## src/bmprp_pkg.sv

```systemverilog
// ----------------------------------------------------------------------------
// bmprp_pkg
// Shared types and constants for the bitmap row packer.
// ----------------------------------------------------------------------------
package bmprp_pkg;

   // pixel_format codes
   localparam logic [1:0] FMT_MONO = 2'd0;   // 1 bpp, luminance threshold
   localparam logic [1:0] FMT_GRAY = 2'd1;   // 8 bpp, low byte
   localparam logic [1:0] FMT_BGR  = 2'd2;   // 24 bpp
   localparam logic [1:0] FMT_BGRA = 2'd3;   // 32 bpp

   // configuration register indexes
   localparam logic [1:0] CSR_PIXEL_FORMAT = 2'd0;
   localparam logic [1:0] CSR_IMAGE_WIDTH  = 2'd1;
   localparam logic [1:0] CSR_IMAGE_HEIGHT = 2'd2;

   localparam int SIZE_W     = 14;
   localparam int FILE_ROW_W = 13;

   // luminance weights; (sum / 1000) > 127 is the same test as sum >= 128000
   localparam logic [17:0] LUM_R     = 18'd299;
   localparam logic [17:0] LUM_G     = 18'd587;
   localparam logic [17:0] LUM_B     = 18'd114;
   localparam logic [17:0] LUM_LIMIT = 18'd128000;

   // job queue between front and back
   localparam int QUEUE_DEPTH = 4;
   localparam int QUEUE_AW    = 2;

   // one classified pixel: its data bytes, then zero padding
   typedef struct packed {
      logic [3:0][7:0]          bytes;     // B,G,R,A order; byte 0 holds mono byte
      logic [2:0]               ndata;     // data bytes to send, 1..4
      logic [1:0]               npad;      // padding bytes after them
      logic [FILE_ROW_W-1:0]    file_row;
      logic                     eor;
   } job_type;

endpackage

```

## src/bmprp_front.sv

```systemverilog
// ----------------------------------------------------------------------------
// bmprp_front
// Holds configuration and row state, classifies each pixel into a job.
// ----------------------------------------------------------------------------
module bmprp_front
   import bmprp_pkg::*;
#(
   parameter int MAX_WIDTH  = 8192,
   parameter int MAX_HEIGHT = 8192
) (
   input  logic              clock,
   input  logic              reset,
   // configuration
   input  logic              csr_valid,
   output logic              csr_ready,
   input  logic [1:0]        csr_index,
   input  logic [SIZE_W-1:0] csr_data,
   // pixels in
   input  logic              req_push,
   output logic              req_full,
   input  logic [31:0]       req_pixel,
   // job queue
   input  logic              q_full,
   output logic              q_push,
   output job_type           q_job
);

   localparam int CXW = $clog2(MAX_WIDTH);
   localparam int WW  = $clog2(MAX_WIDTH + 1);
   localparam int RYW = (MAX_HEIGHT > 1) ? $clog2(MAX_HEIGHT) : 1;
   localparam int HW  = $clog2(MAX_HEIGHT + 1);

   logic [1:0]        fmt_ff;
   logic [SIZE_W-1:0] width_ff;
   logic [SIZE_W-1:0] height_ff;
   logic [CXW-1:0]    col_ff,  col_in;
   logic [RYW-1:0]    row_ff,  row_in;
   logic [7:0]        acc_ff,  acc_in;

   logic [WW-1:0]     w_eff;
   logic [HW-1:0]     h_eff;
   logic [WW-1:0]     col_plus;
   logic              eor;
   logic [HW-1:0]     row_ext;
   logic [HW-1:0]     row_plus;
   logic [HW-1:0]     frow_full;
   logic [17:0]       lum_sum;
   logic [7:0]        acc_set;
   logic [CXW+1:0]    col_ext;
   logic [1:0]        col_low1;
   logic [1:0]        byte_cnt1;
   logic              flush;
   logic [2:0]        ndata;
   logic [1:0]        pad;
   logic              accept;

   assign csr_ready = 1'b1;

   // configuration registers
   always_ff @(posedge clock) begin
      if (reset) begin
         fmt_ff    <= FMT_BGR;
         width_ff  <= SIZE_W'(1);
         height_ff <= SIZE_W'(1);
      end else if (csr_valid && csr_ready) begin
         unique case (csr_index)
            CSR_PIXEL_FORMAT: fmt_ff    <= csr_data[1:0];
            CSR_IMAGE_WIDTH:  width_ff  <= csr_data;
            CSR_IMAGE_HEIGHT: height_ff <= csr_data;
            default: ;
         endcase
      end
   end

   // effective sizes: zero acts as one, oversize acts as the maximum
   always_comb begin
      if (width_ff == '0)
         w_eff = WW'(1);
      else if (int'(width_ff) > MAX_WIDTH)
         w_eff = WW'(MAX_WIDTH);
      else
         w_eff = WW'(width_ff);
      if (height_ff == '0)
         h_eff = HW'(1);
      else if (int'(height_ff) > MAX_HEIGHT)
         h_eff = HW'(MAX_HEIGHT);
      else
         h_eff = HW'(height_ff);
   end

   // row position
   assign col_plus = WW'(col_ff) + WW'(1);
   assign eor      = (col_plus >= w_eff);
   assign row_ext  = HW'(row_ff);
   assign row_plus = row_ext + HW'(1);

   always_comb begin
      if (row_ext < h_eff)
         frow_full = h_eff - HW'(1) - row_ext;
      else
         frow_full = '0;
   end

   // 1 bpp bit
   assign lum_sum = 18'(req_pixel[23:16]) * LUM_R
                  + 18'(req_pixel[15:8])  * LUM_G
                  + 18'(req_pixel[7:0])   * LUM_B;
   assign acc_set = acc_ff | ((lum_sum >= LUM_LIMIT) ? (8'h80 >> col_ff[2:0]) : 8'h00);
   assign flush   = (col_ff[2:0] == 3'd7) || eor;

   // low bits of the row byte count so far, for padding
   assign col_ext   = {2'b00, col_ff};
   assign col_low1  = 2'(col_ff[1:0] + 2'd1);
   assign byte_cnt1 = 2'(col_ext[4:3] + 2'd1);

   // classify by format
   always_comb begin
      q_job.bytes = req_pixel;
      case (fmt_ff)
         FMT_MONO: begin
            q_job.bytes[0] = acc_set;
            ndata          = flush ? 3'd1 : 3'd0;
            pad            = 2'(2'd0 - byte_cnt1);
         end
         FMT_GRAY: begin
            ndata = 3'd1;
            pad   = 2'(2'd0 - col_low1);
         end
         FMT_BGR: begin
            ndata = 3'd3;
            pad   = col_low1;
         end
         default: begin
            ndata = 3'd4;
            pad   = 2'd0;
         end
      endcase
      q_job.ndata    = ndata;
      q_job.npad     = eor ? pad : 2'd0;
      q_job.file_row = FILE_ROW_W'(frow_full);
      q_job.eor      = eor;
   end

   // handshake
   assign req_full = q_full;
   assign accept   = req_push && !req_full;
   assign q_push   = accept && (ndata != 3'd0);

   // next row state
   always_comb begin
      col_in = col_ff;
      row_in = row_ff;
      acc_in = acc_ff;
      if (accept) begin
         if (eor) begin
            col_in = '0;
            row_in = (row_plus >= h_eff) ? '0 : RYW'(row_plus);
            acc_in = 8'h00;
         end else begin
            col_in = CXW'(col_plus);
            if (fmt_ff == FMT_MONO)
               acc_in = flush ? 8'h00 : acc_set;
         end
      end
   end

   always_ff @(posedge clock) begin
      if (reset) begin
         col_ff <= '0;
         row_ff <= '0;
         acc_ff <= 8'h00;
      end else begin
         col_ff <= col_in;
         row_ff <= row_in;
         acc_ff <= acc_in;
      end
   end

endmodule

```

## src/bmprp_queue.sv

```systemverilog
// ----------------------------------------------------------------------------
// bmprp_queue
// Short queue of classified pixel jobs between front and back.
// ----------------------------------------------------------------------------
module bmprp_queue
   import bmprp_pkg::*;
(
   input  logic    clock,
   input  logic    reset,
   input  logic    push,
   input  job_type push_job,
   output logic    full,
   input  logic    pop,
   output logic    head_valid,
   output job_type head_job
);

   job_type               entries_ff [QUEUE_DEPTH];
   logic [QUEUE_AW-1:0]   wr_ptr_ff;
   logic [QUEUE_AW-1:0]   rd_ptr_ff;
   logic [QUEUE_AW:0]     count_ff;

   assign full       = (count_ff == (QUEUE_AW+1)'(QUEUE_DEPTH));
   assign head_valid = (count_ff != '0);
   assign head_job   = entries_ff[rd_ptr_ff];

   // storage
   always_ff @(posedge clock) begin
      if (push)
         entries_ff[wr_ptr_ff] <= push_job;
   end

   // pointers and fill count
   always_ff @(posedge clock) begin
      if (reset) begin
         wr_ptr_ff <= '0;
         rd_ptr_ff <= '0;
         count_ff  <= '0;
      end else begin
         if (push)
            wr_ptr_ff <= wr_ptr_ff + QUEUE_AW'(1);
         if (pop)
            rd_ptr_ff <= rd_ptr_ff + QUEUE_AW'(1);
         if (push && !pop)
            count_ff <= count_ff + (QUEUE_AW+1)'(1);
         else if (pop && !push)
            count_ff <= count_ff - (QUEUE_AW+1)'(1);
      end
   end

endmodule

```

## src/bmprp_back.sv

```systemverilog
// ----------------------------------------------------------------------------
// bmprp_back
// Walks each job one byte per cycle into the result register, while that register is empty or being popped.
// ----------------------------------------------------------------------------
module bmprp_back
   import bmprp_pkg::*;
(
   input  logic                  clock,
   input  logic                  reset,
   // job queue
   input  logic                  head_valid,
   input  job_type               head_job,
   output logic                  q_pop,
   // results out
   output logic                  rsp_empty,
   input  logic                  rsp_pop,
   output logic [7:0]            rsp_byte_value,
   output logic [FILE_ROW_W-1:0] rsp_file_row,
   output logic                  rsp_end_of_row,
   output logic                  rsp_last
);

   logic [2:0]            idx_ff;
   logic                  out_valid_ff;
   logic [7:0]            byte_ff;
   logic [FILE_ROW_W-1:0] frow_ff;
   logic                  eor_ff;
   logic                  last_ff;

   logic [2:0]            total;
   logic                  is_final;
   logic                  advance;
   logic [7:0]            next_byte;

   // byte selection within the current job
   assign total     = head_job.ndata + 3'(head_job.npad);
   assign is_final  = (idx_ff == total - 3'd1);
   assign advance   = head_valid && (!out_valid_ff || rsp_pop);
   assign q_pop     = advance && is_final;
   assign next_byte = (idx_ff < head_job.ndata) ? head_job.bytes[idx_ff[1:0]] : 8'h00;

   // control
   always_ff @(posedge clock) begin
      if (reset) begin
         idx_ff       <= 3'd0;
         out_valid_ff <= 1'b0;
      end else begin
         if (advance) begin
            idx_ff       <= is_final ? 3'd0 : idx_ff + 3'd1;
            out_valid_ff <= 1'b1;
         end else if (rsp_pop) begin
            out_valid_ff <= 1'b0;
         end
      end
   end

   // result register
   always_ff @(posedge clock) begin
      if (advance) begin
         byte_ff <= next_byte;
         frow_ff <= head_job.file_row;
         eor_ff  <= head_job.eor && is_final;
         last_ff <= is_final;
      end
   end

   assign rsp_empty      = !out_valid_ff;
   assign rsp_byte_value = byte_ff;
   assign rsp_file_row   = frow_ff;
   assign rsp_end_of_row = eor_ff;
   assign rsp_last       = last_ff;

endmodule

```

## src/bmp_row_packer.sv

```systemverilog
// ----------------------------------------------------------------------------
// bmp_row_packer
// Packs A,R,G,B pixels into the bottom-up byte stream of a bitmap pixel array.
// ----------------------------------------------------------------------------
//  channel | ports                                         | direction
//  --------+-----------------------------------------------+----------
//  req     | req_push, req_full, req_pixel                 | in
//  rsp     | rsp_pop, rsp_empty, rsp_byte_value,           | out
//          | rsp_file_row, rsp_end_of_row, rsp_last        |
//  csr     | csr_valid, csr_ready, csr_index, csr_data     | in
//
//  Results leave one byte per cycle from the back end while rsp_pop takes
//  them; a pixel causes 0 or 1 bytes at 1 bpp, 1 at 8 bpp, 3 at 24 bpp,
//  4 at 32 bpp, plus up to 3 padding bytes at a row end. A pixel's first
//  byte passes through a job queue entry and then the result register
//  before it is on the result port.
//  Synchronous active-high reset clears counters and queue; the configuration
//  returns to 24 bpp, width 1, height 1. A four-entry job queue lets the
//  input keep taking pixels while results are stalled.
// ----------------------------------------------------------------------------
module bmp_row_packer
   import bmprp_pkg::*;
#(
   parameter int MAX_WIDTH  = 8192,
   parameter int MAX_HEIGHT = 8192
) (
   input  logic                  clock,
   input  logic                  reset,
   // configuration
   input  logic                  csr_valid,
   output logic                  csr_ready,
   input  logic [1:0]            csr_index,
   input  logic [SIZE_W-1:0]     csr_data,
   // pixels in
   input  logic                  req_push,
   output logic                  req_full,
   input  logic [31:0]           req_pixel,
   // bytes out
   output logic                  rsp_empty,
   input  logic                  rsp_pop,
   output logic [7:0]            rsp_byte_value,
   output logic [FILE_ROW_W-1:0] rsp_file_row,
   output logic                  rsp_end_of_row,
   output logic                  rsp_last
);

   logic    q_push;
   logic    q_full;
   logic    q_pop;
   logic    q_valid;
   job_type q_job_in;
   job_type q_job_out;

   // front: configuration, counters, pixel classification
   bmprp_front #(
      .MAX_WIDTH  (MAX_WIDTH),
      .MAX_HEIGHT (MAX_HEIGHT)
   ) u_front (
      .clock     (clock),
      .reset     (reset),
      .csr_valid (csr_valid),
      .csr_ready (csr_ready),
      .csr_index (csr_index),
      .csr_data  (csr_data),
      .req_push  (req_push),
      .req_full  (req_full),
      .req_pixel (req_pixel),
      .q_full    (q_full),
      .q_push    (q_push),
      .q_job     (q_job_in)
   );

   // job queue
   bmprp_queue u_queue (
      .clock      (clock),
      .reset      (reset),
      .push       (q_push),
      .push_job   (q_job_in),
      .full       (q_full),
      .pop        (q_pop),
      .head_valid (q_valid),
      .head_job   (q_job_out)
   );

   // back: byte sequencer and result register
   bmprp_back u_back (
      .clock          (clock),
      .reset          (reset),
      .head_valid     (q_valid),
      .head_job       (q_job_out),
      .q_pop          (q_pop),
      .rsp_empty      (rsp_empty),
      .rsp_pop        (rsp_pop),
      .rsp_byte_value (rsp_byte_value),
      .rsp_file_row   (rsp_file_row),
      .rsp_end_of_row (rsp_end_of_row),
      .rsp_last       (rsp_last)
   );

endmodule
```

## config.mk

```make
export PLATFORM = sky130hd
export DESIGN_NAME = bmp_row_packer
export DESIGN_NICKNAME = d
export VERILOG_FILES = /design/src/bmprp_pkg.sv /design/src/bmprp_front.sv /design/src/bmprp_queue.sv /design/src/bmprp_back.sv /design/src/bmp_row_packer.sv
export SDC_FILE = /design/constraint.sdc
export NUM_CORES = 1
export LEC_CHECK = 0
export BUFFER_PORTS_ARGS = -buffer_cell sky130_fd_sc_hd__buf_2
export CAP_MARGIN = 30
export CORE_UTILIZATION = 63
export CTS_CLUSTER_SIZE = 25
export DETAILED_ROUTE_END_ITERATION = 8
export GPL_TIMING_DRIVEN = 0
export MAX_ROUTING_LAYER = met4
export PLACE_DENSITY = 0.78
export SLEW_MARGIN = 20
export SYNTH_ARGS = -nofsm -noshare
export SYNTH_HDL_FRONTEND = slang
export SYNTH_SLANG_ARGS = --single-unit
```

## constraint.sdc

```tcl
create_clock -name clock -period 7.1 [get_ports clock]
set_input_delay 0 -clock clock [delete_from_list [all_inputs] [get_ports clock]]
set_output_delay 0 -clock clock [all_outputs]
set_load 0.03 [all_outputs]
```

==> metrics.csv <==
stage,metric,value,unit
power,ir_drop,0.527,mV
floorplan,chipWidth,170,microns
power,p_sw_share,39.2,%
critical_path,end_kind,register,
global_routing,grt_pass1_vias,11340,
place,finalWeightedCongestion,0.876,
power,p_clk_share,21.0,%
layout,drive_above_1_share,12.7,%
logic_synthesis,synth_cell_types,71,
critical_path,worst-path-buf-inv,6,
power,internal-power,4840,uW
layout,fin_cells,2009,
sta,max_freq,150,MHz
flow_run,cap_violations,0,
global_routing,grt_max_degree,41,
routing,first_iter_violations,802,
logic_synthesis,synth-edff-count,227,
clock_network,cts_buffer_depth,3,
logic_synthesis,syn_area_per_cell,12.3,sq um
power,p_sw,3120,uW
critical_path,cpPeakStageDelay,0.56,ns
min_path,hold_class,in2reg,
sta,worst_slack,0.425,ns
global_routing,grt_usage,26.9,%
clock_network,cts.sinks,304,
sta,worstMarginPinSlew,0.922,ns
outcome,outcome,completed,
critical_path,path_max_fanout,9,
logic_synthesis,synth_area,0.0177,sq mm
layout,syn_to_final_growth,14.2,%
logic_synthesis,syn_inst,1443,
sta,setup_viol_count_final,0,
floorplan,die_y,170,microns
global_routing,overflow,0,
routing,antenna_left,0,
routing,routedWlPerCell,18.1,microns
critical_path,critPathTopFamily,adder cells,
logic_synthesis,synth_fp_nets,1747,
logic_synthesis,synth_seq_area_share,47.1,%
critical_path,start_kind,primary input,
logic_synthesis,netlist.area_leader.share,38.4,%
logic_synthesis,synthFlopType,edfxtp_1,
power,p_leak,0.00832,uW
floorplan,fp.dieArea,0.0288,sq mm
sta,rsz0062_at_grt,no,
power,power_per_cell_area,393,mW/mm^2
sta,period_needed,6.68,ns
power,pwr-share-seq,29.1,%
clock_network,cts_tree,built,
routing,drt_pre_antenna_iters,5,
sta,slew_headroom,37.9,%
sta,whs,0.0835,ns
routing,num_vias,11428,
layout,nNetsFinal,1910,
critical_path,arrival,6.92,ns
power,comb_power_share,49.9,%
logic_synthesis,yosys.area.top_type,edfxtp_1,
critical_path,path_class,in2reg,
place,io_buffers,76,
global_routing,antenna_found_initial,1,
place,dp.cells,1901,
critical_path,crit_top_cell,a21oi_1,
critical_path,rrSetupSlack,1.65,ns
floorplan,row_count,61,
layout,design_area,0.0202,sq mm
clock_network,cts_made_buffers,30,
critical_path,cp.required,7.35,ns
layout,fillers,1852,
logic_synthesis,synth_area_leaders,"edfxtp_1 38%, ha_1 12%, dfxtp_1 8.7%",
logic_synthesis,synth_most_common_cell,edfxtp_1,
logic_synthesis,ys_seq_elements,304,
place,dpl_worst_slack,-0.0509,ns
routing,drc,0,
clock_network,clk_latency,0.55,ns
clock_network,cts_max_level,1,
logic_synthesis,synth_common_cells,"227 x edfxtp_1, 216 x inv_1, 177 x ha_1",
critical_path,slowest_stage,fa_1,
routing,wl,36300,microns
logic_synthesis,ys_async_sr_fraction,0,%
floorplan,start_util,64.0,%
global_routing,grt_pass1_wl,58000,microns
floorplan,io_pins,79,
sta,fin_setup_tns,0,ns
clock_network,clk_pin_slew,0.06,ns
sta,hold_viol_final,0,
routing,vias_per_cell,5.69,
floorplan,core_area,0.0277,sq mm
logic_synthesis,synth_warnings,0,
clock_network,root_buffer,clkbuf_16,
sta,fin_skew,0.0162,ns
sta,fin_crit_sh,94.0,%
place,place_hpwl,26000,microns
place,placed_area,0.0187,sq mm
sta,maxSlewViolCount,0,
==> worst reg2reg max path, delay by kind of cell, from the launching register on <==
family,cells,cell delay (ns)
AOI/OAI and AO/OA,6,1.49
and+or+nand+nor,6,1.40
xor gates and xnor gates,2,0.32
buffers and inverters,3,0.67
adders and majority gates,3,1.00
DFF,1,0.49
==> state kept, by name, summed over array words and instances, names as in the netlist, 2 cells and up, named ones only <==
name	count
u_back.idx_ff	3
u_back.rsp_byte_value	8
u_back.rsp_file_row	13
u_front.acc_ff	8
u_front.col_ff	13
u_front.fmt_ff	2
u_front.height_ff	14
u_front.row_ff	13
u_front.width_ff	14
u_queue.count_ff	3
u_queue.entries_ff	204
u_queue.rd_ptr_ff	2
u_queue.wr_ptr_ff	2
==> what timing repair did <==
action,in CTS,in global routing
endpoints found under the hold margin,128,0
hold buffers,49,0
resized for setup,0,0
buffers inserted,0,0
==> power by group through the flow <==
stage | Sequential (uW) | Clock, uW | Combinational (uW)
2_1_floorplan | 2490 | 0 | 2870
3_3_place_gp | 2350 | 0 | 3790
3_5_place_dp | 2360 | 0 | 3890
4_1_cts | 2320 | 1690 | 3940
5_1_grt | 2340 | 1750 | 4440
6_report | 2320 | 1670 | 3970
==> logic make-up after synthesis <==
group                    share of synthesized area [%]
flip-flops                                        47.1
AND/OR/NAND/NOR                                   8.08
buffers and inverters                             5.61
adder cells (fa/ha/maj)                           20.8
AO/OA/AOI/OAI                                     7.79
multiplexers                                      7.95
XOR/XNOR                                          2.57
other                                           0.0211
==> final timing paths <==
| kind | from | to | cells past startpoint |
|---|---|---|---|
| max | req_pixel[2] | u_queue.entries_ff[3][22] | 29 |
| min | req_push | u_front.col_ff[11] | 5 |
| max reg2reg | u_front.col_ff[0] | u_queue.count_ff[2] | 20 |
| min reg2reg | u_front.acc_ff[6] | u_front.acc_ff[6] | 1 |
==> metal layers <==
layer	vias to the layer above	track usage (%)	share of wire, %
li1	5431	-	-
met1	5594	36.4	45
met2	337	43.1	48
met3	66	2.94	5.4
met4	0	8.11	2.2
met5	-	-	0
==> area by class of cell <==
type,count,area [sq um],share of cell area [%]
diodes,1,2.50,0.0124
plain buffers,46,184,0.908
clock buffers,35,791,3.91
clock inverters,21,255,1.26
inverters,216,811,4.00
multi-input cells,877,8390,41.4
flip-flops and latches,304,8360,41.3
well taps,378,473,2.34
repair buffers,131,985,4.86
==> stage by stage <==
step                power (uW)  utilization, %
floorplan                 5360               -
global placement          6140            67.1
detailed placement        6250            67.4
CTS                       7950            73.0
global route              8540            73.1
finish                    7960            73.1
==> cells in the final DEF (no fill, tap or decap), types with 59 or more instances in the layout <==
master,count
edfxtp_1,227
inv_1,216
ha_1,177
nand2_1,122
buf_2,82
dfxtp_1,77
a21oi_1,76
fa_1,74
nor2_1,63
mux4_2,59
No activity file was read; power rests on OpenSTA's default activity.
